==> config.mk <==
export PLATFORM = sky130hd
export DESIGN_NAME = printable_string_extractor_core
export DESIGN_NICKNAME = d
export VERILOG_FILES = /design/src/pse_pkg.sv /design/src/printable_string_extractor_core.sv /design/src/pse_fifo.sv /design/src/pse_front.sv /design/src/pse_back.sv
export SDC_FILE = /design/constraint.sdc
export NUM_CORES = 1
export LEC_CHECK = 0
export BUFFER_PORTS_ARGS = -buffer_cell sky130_fd_sc_hd__buf_2
export CORE_ASPECT_RATIO = 0.8
export CORE_MARGIN = 5
export CORE_UTILIZATION = 45
export CTS_BUF_LIST = sky130_fd_sc_hd__clkbuf_8
export CTS_CLUSTER_SIZE = 8
export DETAILED_ROUTE_END_ITERATION = 8
export GPL_TIMING_DRIVEN = 1
export MAX_ROUTING_LAYER = met4
export PLACE_DENSITY = 0.59
export SLEW_MARGIN = 25
export SYNTH_ARGS = -nofsm -noshare
export SYNTH_HDL_FRONTEND = slang
export SYNTH_SLANG_ARGS = --single-unit
==> constraint.sdc <==
create_clock -name clk -period 6.07 [get_ports clk]
set_clock_uncertainty 0.15 [all_clocks]
set_input_delay 0 -clock clk [delete_from_list [all_inputs] [get_ports clk]]
set_output_delay 0 -clock clk [all_outputs]
set_load 0.05 [all_outputs]
==> src/pse_pkg.sv <==
// ----------------------------------------------------------------------------
// pse_pkg: shared types and constants
// Configuration layout, register indexes and the result record of the
// printable string extractor.
// ----------------------------------------------------------------------------
package pse_pkg;

    localparam int OUT_W = 28;
    localparam int CFG_INDEX_W = 3;
    localparam int CFG_DATA_W = 16;

    localparam logic [OUT_W-1:0] OUT_LIMIT = '1;

    // register indexes
    localparam logic [CFG_INDEX_W-1:0] REG_MIN_LENGTH        = 3'd0;
    localparam logic [CFG_INDEX_W-1:0] REG_DETECT_WIDE       = 3'd1;
    localparam logic [CFG_INDEX_W-1:0] REG_PRINTABLE_LOW     = 3'd2;
    localparam logic [CFG_INDEX_W-1:0] REG_PRINTABLE_HIGH    = 3'd3;
    localparam logic [CFG_INDEX_W-1:0] REG_CONTROL_PRINTABLE = 3'd4;

    // control characters classed printable by the control flag
    localparam logic [7:0] CHAR_TAB = 8'd9;
    localparam logic [7:0] CHAR_LF  = 8'd10;
    localparam logic [7:0] CHAR_CR  = 8'd13;

    typedef struct packed {
        logic [15:0] min_length;
        logic        detect_wide;
        logic [7:0]  printable_low;
        logic [7:0]  printable_high;
        logic        control_printable;
    } cfg_t;

    localparam cfg_t CFG_RESET = '{
        min_length:        16'd4,
        detect_wide:       1'b1,
        printable_low:     8'd32,
        printable_high:    8'd126,
        control_printable: 1'b1
    };

    typedef struct packed {
        logic [OUT_W-1:0] start_offset;
        logic [OUT_W-1:0] length_bytes;
        logic             is_wide;
    } result_t;

    localparam int RESULT_W = $bits(result_t);

endpackage

==> src/printable_string_extractor_core.sv <==
// ----------------------------------------------------------------------------
// printable_string_extractor_core: narrow and wide string finder
// Scans a byte stream and reports runs of printable characters.
// ----------------------------------------------------------------------------
// Usage:
//   Bytes enter through push/full, one per cycle while full is low; set
//   chunk_start with the first byte of each chunk to restart offsets and
//   drop any open run. A result (start_offset, length_bytes, is_wide) is
//   presented while empty is low and taken with pop.
//   Configuration goes through cfg_valid/cfg_ready (always ready) with
//   cfg_index selecting the register; write only while the block is idle.
//   Throughput is one byte per cycle while full is low; the run tracker
//   updates its state once per byte taken. A result is registered in the
//   record queue, then in the result queue, before it shows on the output.
//   A four-entry record queue sits between the tracker and the result
//   builder, and a two-entry result queue drives the outputs. When the
//   receiver stops popping, the queues fill and full rises; bytes keep
//   flowing until then.
//   Reset empties both queues, clears run state and offset and loads the
//   default configuration.
// ----------------------------------------------------------------------------
module printable_string_extractor_core #(
    parameter int OFFSET_BITS = 28
) (
    input  logic                            clk,
    input  logic                            rst_n,
    input  logic                            push,
    output logic                            full,
    input  logic [7:0]                      data_byte,
    input  logic                            chunk_start,
    output logic                            empty,
    input  logic                            pop,
    output logic [pse_pkg::OUT_W-1:0]       start_offset,
    output logic [pse_pkg::OUT_W-1:0]       length_bytes,
    output logic                            is_wide,
    input  logic                            cfg_valid,
    output logic                            cfg_ready,
    input  logic [pse_pkg::CFG_INDEX_W-1:0] cfg_index,
    input  logic [pse_pkg::CFG_DATA_W-1:0]  cfg_data
);

    localparam int REC_W = 2 * OFFSET_BITS + 2;
    localparam int REC_DEPTH = 4;
    localparam int RES_DEPTH = 2;

    pse_pkg::cfg_t cfg_reg, cfg_next;

    logic                   in_valid;
    logic                   rec_valid, rec_bias, rec_wide;
    logic [OFFSET_BITS-1:0] rec_run, rec_pos;
    logic [REC_W-1:0]       rec_wdata, rec_rdata;
    logic                   rec_full, rec_empty, rec_pop;
    logic                   res_full, res_push;
    pse_pkg::result_t       res_w, res_r;

    assign cfg_ready = 1'b1;

    always_comb
    begin
        cfg_next = cfg_reg;
        if (cfg_valid)
        begin
            unique case (cfg_index)
                pse_pkg::REG_MIN_LENGTH:        cfg_next.min_length = cfg_data;
                pse_pkg::REG_DETECT_WIDE:       cfg_next.detect_wide = cfg_data[0];
                pse_pkg::REG_PRINTABLE_LOW:     cfg_next.printable_low = cfg_data[7:0];
                pse_pkg::REG_PRINTABLE_HIGH:    cfg_next.printable_high = cfg_data[7:0];
                pse_pkg::REG_CONTROL_PRINTABLE: cfg_next.control_printable = cfg_data[0];
                default:                        cfg_next = cfg_reg;
            endcase
        end
    end

    always_ff @(posedge clk or negedge rst_n)
    begin
        if (!rst_n)
            cfg_reg <= pse_pkg::CFG_RESET;
        else
            cfg_reg <= cfg_next;
    end

    assign full     = rec_full;
    assign in_valid = push && !rec_full;

    pse_front #(
        .OFFSET_BITS (OFFSET_BITS)
    ) u_front (
        .clk         (clk),
        .rst_n       (rst_n),
        .cfg         (cfg_reg),
        .in_valid    (in_valid),
        .data_byte   (data_byte),
        .chunk_start (chunk_start),
        .rec_valid   (rec_valid),
        .rec_run     (rec_run),
        .rec_pos     (rec_pos),
        .rec_bias    (rec_bias),
        .rec_wide    (rec_wide)
    );

    assign rec_wdata = {rec_run, rec_pos, rec_bias, rec_wide};

    pse_fifo #(
        .WIDTH (REC_W),
        .DEPTH (REC_DEPTH)
    ) u_rec_q (
        .clk     (clk),
        .rst_n   (rst_n),
        .wr_en   (rec_valid),
        .wr_data (rec_wdata),
        .rd_en   (rec_pop),
        .rd_data (rec_rdata),
        .full    (rec_full),
        .empty   (rec_empty)
    );

    pse_back #(
        .OFFSET_BITS (OFFSET_BITS)
    ) u_back (
        .rec_empty (rec_empty),
        .rec_run   (rec_rdata[REC_W-1 -: OFFSET_BITS]),
        .rec_pos   (rec_rdata[OFFSET_BITS+1 -: OFFSET_BITS]),
        .rec_bias  (rec_rdata[1]),
        .rec_wide  (rec_rdata[0]),
        .rec_pop   (rec_pop),
        .res_full  (res_full),
        .res_push  (res_push),
        .res       (res_w)
    );

    pse_fifo #(
        .WIDTH (pse_pkg::RESULT_W),
        .DEPTH (RES_DEPTH)
    ) u_res_q (
        .clk     (clk),
        .rst_n   (rst_n),
        .wr_en   (res_push),
        .wr_data (res_w),
        .rd_en   (pop),
        .rd_data (res_r),
        .full    (res_full),
        .empty   (empty)
    );

    assign start_offset = res_r.start_offset;
    assign length_bytes = res_r.length_bytes;
    assign is_wide      = res_r.is_wide;

endmodule

==> src/pse_fifo.sv <==
// ----------------------------------------------------------------------------
// pse_fifo: small register queue
// First-word-fall-through queue built from flops; head is on rd_data while
// empty is low.
// ----------------------------------------------------------------------------
module pse_fifo #(
    parameter int WIDTH = 8,
    parameter int DEPTH = 2
) (
    input  logic             clk,
    input  logic             rst_n,
    input  logic             wr_en,
    input  logic [WIDTH-1:0] wr_data,
    input  logic             rd_en,
    output logic [WIDTH-1:0] rd_data,
    output logic             full,
    output logic             empty
);

    localparam int PTR_W = (DEPTH > 1) ? $clog2(DEPTH) : 1;
    localparam int CNT_W = $clog2(DEPTH + 1);
    localparam logic [PTR_W-1:0] LAST = PTR_W'(DEPTH - 1);
    localparam logic [CNT_W-1:0] FULL_CNT = CNT_W'(DEPTH);

    logic [WIDTH-1:0] mem_reg [DEPTH];
    logic [PTR_W-1:0] wr_ptr_reg, wr_ptr_next;
    logic [PTR_W-1:0] rd_ptr_reg, rd_ptr_next;
    logic [CNT_W-1:0] count_reg, count_next;
    logic             do_wr, do_rd;

    assign full  = (count_reg == FULL_CNT);
    assign empty = (count_reg == '0);
    assign do_wr = wr_en && !full;
    assign do_rd = rd_en && !empty;
    assign rd_data = mem_reg[rd_ptr_reg];

    always_comb
    begin
        wr_ptr_next = wr_ptr_reg;
        rd_ptr_next = rd_ptr_reg;
        count_next  = count_reg;
        if (do_wr)
        begin
            wr_ptr_next = (wr_ptr_reg == LAST) ? '0 : wr_ptr_reg + 1'b1;
        end
        if (do_rd)
        begin
            rd_ptr_next = (rd_ptr_reg == LAST) ? '0 : rd_ptr_reg + 1'b1;
        end
        if (do_wr && !do_rd)
        begin
            count_next = count_reg + 1'b1;
        end
        else if (do_rd && !do_wr)
        begin
            count_next = count_reg - 1'b1;
        end
    end

    always_ff @(posedge clk or negedge rst_n)
    begin
        if (!rst_n)
        begin
            wr_ptr_reg <= '0;
            rd_ptr_reg <= '0;
            count_reg  <= '0;
        end
        else
        begin
            wr_ptr_reg <= wr_ptr_next;
            rd_ptr_reg <= rd_ptr_next;
            count_reg  <= count_next;
        end
    end

    always_ff @(posedge clk)
    begin
        if (do_wr)
        begin
            mem_reg[wr_ptr_reg] <= wr_data;
        end
    end

endmodule

==> src/pse_front.sv <==
// ----------------------------------------------------------------------------
// pse_front: byte classifier and run tracker
// Classes each byte, walks the three-byte printability table and raises a
// close record when a reportable run ends.
// ----------------------------------------------------------------------------
module pse_front #(
    parameter int OFFSET_BITS = 28
) (
    input  logic                   clk,
    input  logic                   rst_n,
    input  pse_pkg::cfg_t          cfg,
    input  logic                   in_valid,
    input  logic [7:0]             data_byte,
    input  logic                   chunk_start,
    output logic                   rec_valid,
    output logic [OFFSET_BITS-1:0] rec_run,
    output logic [OFFSET_BITS-1:0] rec_pos,
    output logic                   rec_bias,
    output logic                   rec_wide
);

    // compare width holds min_length + 1 and any run length
    localparam int CW = ((OFFSET_BITS > 16) ? OFFSET_BITS : 16) + 1;

    logic [7:0]             prev_byte_reg, prev_byte_next;
    logic                   p1_reg, p1_next;
    logic                   p2_reg, p2_next;
    logic [OFFSET_BITS-1:0] run_reg, run_next;
    logic [OFFSET_BITS-1:0] pos_reg, pos_next;

    logic [7:0]             prev_byte;
    logic                   p, p1, p2, close;
    logic [OFFSET_BITS-1:0] run, pos, run_inc, pos_inc, close_run;
    logic [CW-1:0]          run_ext, min_ext, min_plus;
    logic                   ge_min, ge_min1, wide;

    // chunk start acts as if the state had just been cleared
    assign prev_byte = chunk_start ? 8'd0 : prev_byte_reg;
    assign p1        = chunk_start ? 1'b0 : p1_reg;
    assign p2        = chunk_start ? 1'b0 : p2_reg;
    assign run       = chunk_start ? '0 : run_reg;
    assign pos       = chunk_start ? '0 : pos_reg;

    assign p = (cfg.control_printable && (data_byte == pse_pkg::CHAR_TAB
                || data_byte == pse_pkg::CHAR_LF || data_byte == pse_pkg::CHAR_CR))
               || (data_byte >= cfg.printable_low && data_byte <= cfg.printable_high);

    assign run_inc  = (&run) ? run : run + 1'b1;
    assign pos_inc  = (&pos) ? pos : pos + 1'b1;
    assign run_ext  = CW'(run);
    assign min_ext  = CW'(cfg.min_length);
    assign min_plus = min_ext + 1'b1;
    assign ge_min   = (run_ext >= min_ext);
    assign ge_min1  = (run_ext >= min_plus);
    assign wide     = (p1 == p);

    always_comb
    begin
        run_next  = run;
        close     = 1'b0;
        close_run = run;
        priority if (p2 && p1)
        begin
            if (p)
                run_next = run_inc;
            else if (ge_min)
                close = 1'b1;
            else
                run_next = (data_byte == 8'd0) ? OFFSET_BITS'(1) : '0;
        end
        else if (p2 && !p1)
        begin
            if (p)
            begin
                if (prev_byte == 8'd0)
                    run_next = run_inc;
            end
            else if (ge_min)
                close = 1'b1;
            else
                run_next = '0;
        end
        else if (!p2 && p1)
        begin
            if (p)
            begin
                if (ge_min1)
                begin
                    // last char belongs to the next run
                    close     = 1'b1;
                    close_run = run - 1'b1;
                end
                else
                    run_next = OFFSET_BITS'(2);
            end
        end
        else
        begin
            if (p)
                run_next = run_inc;
        end
        if (close)
            run_next = '0;
        prev_byte_next = data_byte;
        p2_next        = p1;
        p1_next        = p;
        pos_next       = pos_inc;
    end

    assign rec_valid = in_valid && close && !(wide && !cfg.detect_wide);
    assign rec_run   = close_run;
    assign rec_pos   = pos;
    assign rec_bias  = p;
    assign rec_wide  = wide;

    always_ff @(posedge clk or negedge rst_n)
    begin
        if (!rst_n)
        begin
            prev_byte_reg <= '0;
            p1_reg        <= 1'b0;
            p2_reg        <= 1'b0;
            run_reg       <= '0;
            pos_reg       <= '0;
        end
        else if (in_valid)
        begin
            prev_byte_reg <= prev_byte_next;
            p1_reg        <= p1_next;
            p2_reg        <= p2_next;
            run_reg       <= run_next;
            pos_reg       <= pos_next;
        end
    end

endmodule

==> src/pse_back.sv <==
// ----------------------------------------------------------------------------
// pse_back: result builder
// Turns a close record into byte length and start offset, saturated to the
// result width, and hands it to the output queue.
// ----------------------------------------------------------------------------
module pse_back #(
    parameter int OFFSET_BITS = 28
) (
    input  logic                   rec_empty,
    input  logic [OFFSET_BITS-1:0] rec_run,
    input  logic [OFFSET_BITS-1:0] rec_pos,
    input  logic                   rec_bias,
    input  logic                   rec_wide,
    output logic                   rec_pop,
    input  logic                   res_full,
    output logic                   res_push,
    output pse_pkg::result_t       res
);

    localparam int EW = (OFFSET_BITS > pse_pkg::OUT_W) ? OFFSET_BITS : pse_pkg::OUT_W;

    logic [OFFSET_BITS-1:0] bytes;
    logic [OFFSET_BITS:0]   back, pos_ext, start;
    logic [EW-1:0]          start_ext, bytes_ext, limit_ext;

    // doubling overflows only when the top bit is set
    always_comb
    begin
        if (!rec_wide)
            bytes = rec_run;
        else if (rec_run[OFFSET_BITS-1])
            bytes = '1;
        else
            bytes = {rec_run[OFFSET_BITS-2:0], 1'b0};
    end

    assign back    = {1'b0, bytes} + (OFFSET_BITS+1)'(rec_bias);
    assign pos_ext = {1'b0, rec_pos};
    assign start   = (pos_ext >= back) ? pos_ext - back : '0;

    assign start_ext = EW'(start[OFFSET_BITS-1:0]);
    assign bytes_ext = EW'(bytes);
    assign limit_ext = EW'(pse_pkg::OUT_LIMIT);

    assign res.start_offset = (start_ext > limit_ext) ? pse_pkg::OUT_LIMIT
                                                      : start_ext[pse_pkg::OUT_W-1:0];
    assign res.length_bytes = (bytes_ext > limit_ext) ? pse_pkg::OUT_LIMIT
                                                      : bytes_ext[pse_pkg::OUT_W-1:0];
    assign res.is_wide      = rec_wide;

    assign rec_pop  = !rec_empty && !res_full;
    assign res_push = rec_pop;

endmodule

# == Word-level counts from Yosys, hierarchy flattened ==
# Memory sizes are Yosys's and may differ from the RTL's.
# Cells that the tools add are included.
# totals
output_inout_bits,60
ramBits,346
reg_bits,111
wordCells,147
memories,2
input_bits,33
# mem_list
memory,words,width,rd,rd_clocked_by_memory_dff,write_ports,line,source
u_rec_q.mem_reg,4,58,1,0,1,pse_fifo.sv:25,logic [WIDTH-1:0] mem_reg [DEPTH];
u_res_q.mem_reg,2,57,1,0,1,pse_fifo.sv:25,
# op_classes
n_addsub,14
mux,49
reduce_logical,47
n_eq_ne,12
n_lt_le_gt_ge,7
# ops
op,n
28-bit two-way mux,26
28-bit by 29-bit >= comparator with 1-bit output,2
"28-bit by 1-bit adder with 28-bit output, second input constant",2
"28-bit greater-than comparator, second input constant",2
28-bit AND reduction,2
28-bit by 1-bit adder with 29-bit output,1
28-bit by 16-bit >= comparator with 1-bit output,1
"28-bit by 1-bit subtractor with 28-bit output, second input constant",1
28-bit subtractor,1
"8-bit by 4-bit == test with 1-bit output, second input constant",3
1-bit logical AND,18
"16-bit by 1-bit adder with 17-bit output, second input constant",1
8-bit logical NOT,2
1-bit two-way mux,16
1-bit logical NOT,12
2-bit AND reduction,5
8-bit >= comparator,1
8-bit less-or-equal comparator,1
2-bit two-way mux,4
8-bit two-way mux,1
"2-bit by 1-bit adder with 2-bit output, second input constant",3
"2-bit == test, second input constant",3
"3-bit by 2-bit == test with 1-bit output, second input constant",2
"3-bit == test, second input constant",2
other kinds (11),17

# == Longest topological paths before layout ==
# Gate-level depths: netlist of run 1.
# depth
depth_word,16
ltp_mapped,25
depth_no_buf,20

# == Hierarchy ==
# From an unflattened synthesis of run 1, not the netlist that was laid out.
# unflattened
hier_cells,1927
area_unflattened_um2,24454.7
# modules_own_cells
mod,cells_each,instances,area_per_inst_um2,seq_area_each_um2
pse_fifo (u_rec_q),341,1,8848.5,7141.8
pse_front,894,1,6985.4,1651.6
pse_fifo (u_res_q),196,1,4385.5,3523.4
pse_back,418,1,2887.8,0.0
printable_string_extractor_core,78,1,1347.5,863.3

# == Worst setup path after synthesis of run 1 ==
# No wires, ideal clock.
# synth_timing
kind,register to register
startpoint,register u_rec_q.rd_ptr_reg[0]
endpoint,memory u_res_q.mem_reg[0][32] (netlist name) (data pin)
period_less_slack_ns,5.478
path_buffers,7
required_time_ns,5.736
slack_ns,0.592
stages_incl_launch_ff,22
setup_ns,0.184
arrival_ns,5.145
path_cell_list,dfrtp_1 buf_6 mux4_2 buf_2 buf_2 buf_1 mux2_2 ha_1 nand3_1 or3_1 buf_2 nor3_1 xnor2_1 ha_1 clkbuf_1 nand4_1 o31ai_2 a21oi_1 or3b_2 a32o_1 buf_6 a211oi_1
# synth_rtl
item,line,source
from (decl),pse_fifo.sv:27,"logic [PTR_W-1:0] rd_ptr_reg, rd_ptr_next;"
from (signal assigned),pse_fifo.sv:71,rd_ptr_reg <= rd_ptr_next;
to (decl),pse_fifo.sv:25,

==> metrics, run 1 <==
site row count=75; worst vdd ir=0.371 mV; Fill cells=4,536; Congestion Overflow GR=0; fmax=178 MHz; Vias/cell=5.74; GRT Total Usage=22.4%; Root Buffer=clkbuf_8; commonest cells after routing, fill and taps aside=edfxtp_1 (346), nand2_1 (186), nor2_1 (121); Unique masters post-synth=82; Compound-Gate Fraction of Synth Area=9.37%; GRT Max-Usage Layer=met1; maxcap violations=0; worst slew margin relative to its limit=31.3%; critical hold path startpoint=pop; Placed Instances=2,693; Syn Std Cell Area=23,800 µm²; Starting DRT DRC Count=1,544; Initial DRT Pass Iterations=6; power density over the cells=514 nW/µm²; TritonCTS clock tree=done; xor and xnor area share after synthesis=4.23%; ys async rst share=24.3%; worst hold path class=in2reg; Final Instance Count excl. Fillers=2,923; CP Capture Type=flip-flop; register bit total from synthesis=457; met1 Track Usage GR=33.4%; Die H=216 µm; synth top area cells=edfxtp_1 (44%), dfrtp_1 (11%), mux4_2 (5.5%), ha_1 (4.8%), mux2_2 (3.7%); post-layout util=52.7%; met2 GRT Util=31.2%; Starting Density=45.4%; TritonCTS Sinks=457; # port buffers=91; max FFs per register=232; Crit Path Category=reg2reg; setup_tns=0 ns; CP Launch Point=u_rec_q.rd_ptr_reg[0]; Slew Limit Fails=0; main flop type after synthesis=edfxtp_1; post-synth top area share=43.7%; most common cell after layout, fill and taps aside=edfxtp_1; IO Pins=93; post-synthesis net count=2,084; WL per Instance=21.4 µm; nets=2,298; register area share after synthesis=55.4%; dpl hpwl=43.6 mm; Syn-to-layout area delta=15.9%; Worst EP arrival=5.92 ns; Final Critical Period=5.63 ns; register area=13,200 µm²; final hold viol count=0; Die W=267 µm; Clock Tree Buf Depth=3; r2r startpoint=u_rec_q.rd_ptr_reg[0]; Synth Area in Simple Gates=13.2%; Synth Area in Adders=4.95%; Vias=16,772; actual slew at the worst max-slew pin=1.02 ns; Syn Inst Count=1,958; DIE AREA=57,600 µm²; final period utilization=92.7%; CP max FO=28; Total Routed Length=62.6 mm; Synth warnings=0; multi-input logic area=9900 µm²; CTS H-Tree Depth=3; multiplexer share of the synthesized area=9.56%; RSZ-0062 raised after global routing=no; Total Power=14.2 mW; Final setup viols=0; Post-synth EDFFs=346; CTS Buf Count=77; gpl congestion=0.929; Post-Syn Area per Cell=12.2 µm²; # DRC=0; GR Util met3=5.50%; main combinational cell family by area after synthesis=simple AND/OR/NAND/NOR gates; core region area=52,400 µm²; top cell type by total area after synthesis=edfxtp_1; first-pass GRT wire length=98.3 mm; proportion of layout cells with a drive suffix above 1=18.9%; R2R Setup Slk=0.44 ns; worst skew pair latency=0.66 ns; number of global-route vias before repair=16,760; run status=finished clean; Hold WS=0.0913 ns; Req. time, crit path=6.37 ns; Reg clk slew, reported paths=0.06 ns; Static Leak=10.6 nW; post-route ant nets=0; largest net degree at the start of global routing=72; initial antenna violation count=3; Worst setup SP type=flip-flop
-- layout make-up --
class                   count  share of cell area, %
well taps                 693                   3.14
repair buffers            232                   6.70
diodes                      3                 0.0272
clock buffers              86                   4.29
multi-input cells        1323                   35.9
inverters                  81                   1.10
flip-flops and latches    457                   47.8
clock inverters            48                   1.03
-- critical path, stage by stage (launching register included) --
cell	delay, ns
dfrtp_4	0.58
buf_4	0.24
mux4_2	0.49
nand2b_1	0.40
buf_4	0.29
o22ai_1	0.11
or2_2	0.35
nand3b_4	0.19
or2_4	0.30
nor2b_1	0.14
xnor2_1	0.10
ha_1	0.40
nand2_1	0.12
inv_1	0.11
nor2_1	0.05
o21ai_0	0.16
or3b_2	0.46
a32o_1	0.22
buf_4	0.23
a211oi_1	0.31
-- per-stage QoR --
step	worst slack, ns	cell area (µm²)
after global placement	0.437	25100
after detailed placement	0.323	25100
after floorplan	0.592	23800
final	0.443	27600
after global routing	0.0649	27600
after CTS	0.252	27500
-- where the power goes --
part | switching (mW) | internal [mW]
logic | 4.68 | 2.34
registers | 0.255 | 4.25
clock network | 1.23 | 1.42
total | 6.17 | 8.02
-- cell usage after synthesis (14+ instances only) --
cell      count
xor2_1       48
mux2_2       78
nand2_1     186
a21oi_1      72
dfrtp_1     101
nor4_1       21
a31oi_1      25
nor3_1       45
clkbuf_1     59
edfxtp_1    346
xnor2_1      67
nand4_1      41
o21ai_0      93
nand3_1      54
nand2b_1     14
ha_1         91
and3_1       14
nor2_1      123
o22ai_1      20
nor2b_1      55
mux4_2       58
buf_1        18
inv_1        81
a21o_1       23
-- timing repair --
action / in CTS / in global routing
buffers inserted: 0 / 0
hold buffers: 93 / 0
setup endpoints to repair: 0 / 4
resized for setup: 0 / 4
endpoints found under the hold margin: 133 / 0
-- layer usage --
metal	routed length, µm	part of all wire (%)	vias to the layer above
li1	-	-	7771
met1	29700	47	8326
met2	26800	43	574
met3	4930	7.9	101
met4	1210	1.9	0
met5	0	0	-
-- kinds of logic (layout without fill, tap and decap cells) --
family | count (synthesis) | after routing
xor+xnor | 115 | 115
mux | 145 | 145
buf+inv | 178 | 447
flops | 457 | 457
fa+ha+maj | 93 | 93
simple gates | 622 | 622
compound gates | 347 | 347
other cells | 1 | 4
-- final timing paths --
check,to,cells past startpoint
min reg2reg,u_front.prev_byte_reg[2],2
max reg2reg,u_res_q.mem_reg[0][32],19
max,u_res_q.mem_reg[0][32],19
min,u_res_q.rd_ptr_reg,4
max in group asynchronous,u_front.pos_reg[4],4
min in group asynchronous,cfg_reg[27],4
Note: power is estimated with default switching activity, not from simulation.
==> inputs of run 2 (changes only) <==
--- a/config.mk
+++ b/config.mk
@@ -6,7 +6,6 @@
 export NUM_CORES = 1
 export LEC_CHECK = 0
 export BUFFER_PORTS_ARGS = -buffer_cell sky130_fd_sc_hd__buf_2
-export CORE_ASPECT_RATIO = 0.8
 export CORE_MARGIN = 5
 export CORE_UTILIZATION = 45
 export CTS_BUF_LIST = sky130_fd_sc_hd__clkbuf_8
@@ -15,6 +14,7 @@
 export GPL_TIMING_DRIVEN = 1
 export MAX_ROUTING_LAYER = met4
 export PLACE_DENSITY = 0.59
+export SKIP_LAST_GASP = 1
 export SLEW_MARGIN = 25
 export SYNTH_ARGS = -nofsm -noshare
 export SYNTH_HDL_FRONTEND = slang
==> run 2 against run 1 <==
Critical path depth rose by 1. Via count fell by 0.64%. Wire length fell by 2.3%. Core utilization fell by 0.23 points. Critical path type unchanged. Critical endpoint is now u_res_q.mem_reg[1][32]. Largest cell class unchanged. Highest routed layer unchanged.
==> metrics, run 2 (synthesis gave the netlist of run 1 again) <==
termination of the worst setup path=u_res_q.mem_reg[1][32] (was u_res_q.mem_reg[0][32]); Worst EP arrival=5.86 ns (was 5.92 ns); n_diodes=0 (was 3); CTS H-Tree Depth=3 (unchanged); run status=finished clean (unchanged); GRT Total Usage=21.8% (was 22.4%); actual slew at the worst max-slew pin=1.03 ns (was 1.02 ns); GR Util met3=3.09% (was 5.50%); initial antenna violation count=0 (was 3); CP Launch Point=u_rec_q.rd_ptr_reg[0] (unchanged); most common cell after layout, fill and taps aside=edfxtp_1 (unchanged); worst skew pair latency=0.66 ns (about the same); Total Routed Length=61.2 mm (was 62.6 mm); worst hold path class=in2reg (unchanged); Congestion Overflow GR=0 (unchanged); fmax=180 MHz (was 178 MHz); DIE AREA=57,600 µm² (about the same); largest net degree at the start of global routing=74 (was 72); core region area=52,400 µm² (about the same); Worst setup SP type=flip-flop (unchanged); maxcap violations=0 (unchanged); GRT Max-Usage Layer=met2 (was met1); Reg clk slew, reported paths=0.06 ns (about the same); most used cell, CP=nand2_1 (was buf_4); Die H=240 µm (was 216 µm); worst reg2reg path depth=20 (was 19); CP max FO=28 (unchanged); r2r startpoint=u_rec_q.rd_ptr_reg[0] (unchanged); first-pass GRT wire length=95.6 mm (was 98.3 mm); Critical Path, Cell by Cell=mux4_2 > mux2_2 > ha_1 > nand2_1 > o21ai_1 > nand2_1 > or2_2 > nor3_1 > xnor2_1 > ha_1 > nand2_1 > o21ai_0 > o41ai_1 > buf_4 > nand3_1 > a21oi_1 > or3b_2 > a32o_1 > buf_4 > a211oi_1 (was buf_4 > mux4_2 > nand2b_1 > buf_4 > o22ai_1 > or2_2 > nand3b_4 > or2_4 > nor2b_1 > xnor2_1 > ha_1 > nand2_1 > inv_1 > nor2_1 > o21ai_0 > or3b_2 > a32o_1 > buf_4 > a211oi_1); worst setup margin=0.520 ns (was 0.443 ns); WL per Instance=21.0 µm (was 21.4 µm); R2R Setup Slk=0.52 ns (was 0.44 ns); dpl hpwl=41.1 mm (was 43.6 mm); RSZ-0062 raised after global routing=no (unchanged); final period utilization=91.4% (was 92.7%); Vias=16,665 (was 16,772); WP depth=20 (was 19); # DRC=0 (unchanged); Die W=240 µm (was 267 µm); Req. time, crit path=6.38 ns (was 6.37 ns); Vias/cell=5.70 (was 5.74); r2r endpoint=u_res_q.mem_reg[1][32] (was u_res_q.mem_reg[0][32]); Static Leak=10.6 nW (about the same); critical hold path startpoint=pop (unchanged); Starting Density=45.4% (about the same); placed inst area=25,000 µm² (was 25,100 µm²); CP max-delay cell=mux4_2 (was dfrtp_4); post_cts resized=0 (unchanged); Buf+Inv Stages, Crit Path=2 (was 4); register area=13,200 µm² (unchanged); worst slew margin relative to its limit=30.9% (was 31.3%); Root Buffer=clkbuf_8 (unchanged); Worst path top cell family by delay=simple AND/OR/NAND/NOR gates (unchanged); CP max stage delay=0.66 ns (was 0.58 ns); met2 GRT Util=33.8% (was 31.2%); CTS Buf Count=81 (was 77); TritonCTS clock tree=done (unchanged); commonest cells after routing, fill and taps aside=edfxtp_1 (346), nand2_1 (186), nor2_1 (121) (unchanged); number of global-route vias before repair=16,690 (was 16,760); nets=2,300 (was 2,298); Crit Path Category=reg2reg (unchanged); multi-input logic area=9880 µm² (was 9900 µm²); Slew Limit Fails=0 (unchanged); Starting DRT DRC Count=1,227 (was 1,544); Final Critical Period=5.55 ns (was 5.63 ns); Worst Setup Slack post-DPL=0.515 ns (was 0.323 ns); # port buffers=91 (unchanged); Finished Cell Area=27,500 µm² (was 27,600 µm²); met1 Track Usage GR=29.4% (was 33.4%); IO Pins=93 (unchanged); site row count=84 (was 75); Setup Buffers After CTS=0 (unchanged); CP Capture Type=flip-flop (unchanged); max FFs per register=232 (unchanged); TritonCTS Sinks=457 (unchanged); Syn-to-layout area delta=15.6% (was 15.9%); Fill cells=4,568 (was 4,536); final hold viol count=0 (unchanged); setup_tns=0 ns (unchanged); Initial DRT Pass Iterations=7 (was 6); Clock Tree Buf Depth=3 (unchanged); power density over the cells=509 nW/µm² (was 514 nW/µm²); Total Power=14.0 mW (was 14.2 mW); Final setup viols=0 (unchanged); proportion of layout cells with a drive suffix above 1=18.4% (was 18.9%); gpl congestion=0.938 (was 0.929); post-route ant nets=0 (unchanged); worst vdd ir=0.402 mV (was 0.371 mV)
==> run 2: cell types whose count changed in the layout (fill, tap and decap cells not counted), sizes merged <==
cell	before	now
clkbuf	86	83
buf	140	130
bufinv	3	1
dlygate4sd3	92	100
clkinv	13	26
inv	112	113
diode	3	0
==> run 2: area by class of cell <==
cell class,count,area share [%]
Sequential cell,457,47.9
Multi-Input combinational cell,1323,35.9
Timing Repair Buffer,230,6.64
Clock buffer,83,4.15
Tap cell,688,3.13
Clock inverter,60,1.12
Inverter,81,1.11
==> run 2: how the worst min path moves through the flow <==
stage / end / depth (start not counted)
floorplan: cfg_reg[10] / 0
global placement: cfg_reg[27] / 1
detailed placement: cfg_reg[27] / 1
CTS: u_res_q.rd_ptr_reg / 4
global route: u_res_q.rd_ptr_reg / 4
finish: u_res_q.rd_ptr_reg / 4
==> run 2: power breakdown <==
group          total [mW]  switching (mW)  internal [mW]
logic                6.87            4.52           2.35
registers            4.51           0.260           4.25
clock network        2.61            1.29           1.32
==> run 2: what timing repair did <==
action | CTS | global route
endpoints found under the setup margin | 0 | 0
hold buffers | 101 | 0
endpoints found under the hold margin | 169 | 0
==> run 2: worst min-delay path, delay by kind of cell <==
family	cells	cell delay (ns)
AO/OA/AOI/OAI	1	0.13
buffers and inverters	2	0.65
XOR/XNOR	1	0.08
==> run 2: layer usage <==
metal,share of wire (%),routed length (µm)
met1,44,26900
met2,47,28700
met3,5.4,3330
met4,3.7,2250
met5,0,0
==> run 2: per-stage QoR <==
| stage | hold WS [ns] | utilization, % | std cells |
|---|---|---|---|
| after global placement | -0.110 | 47.7 | 2678 |
| after CTS | 0.0398 | 52.4 | 2922 |
| after global routing | 0.117 | 52.5 | 2922 |
| after floorplan | -0.446 | - | 1958 |
| after detailed placement | -0.103 | 47.7 | 2678 |
| final | 0.0907 | 52.5 | 2922 |
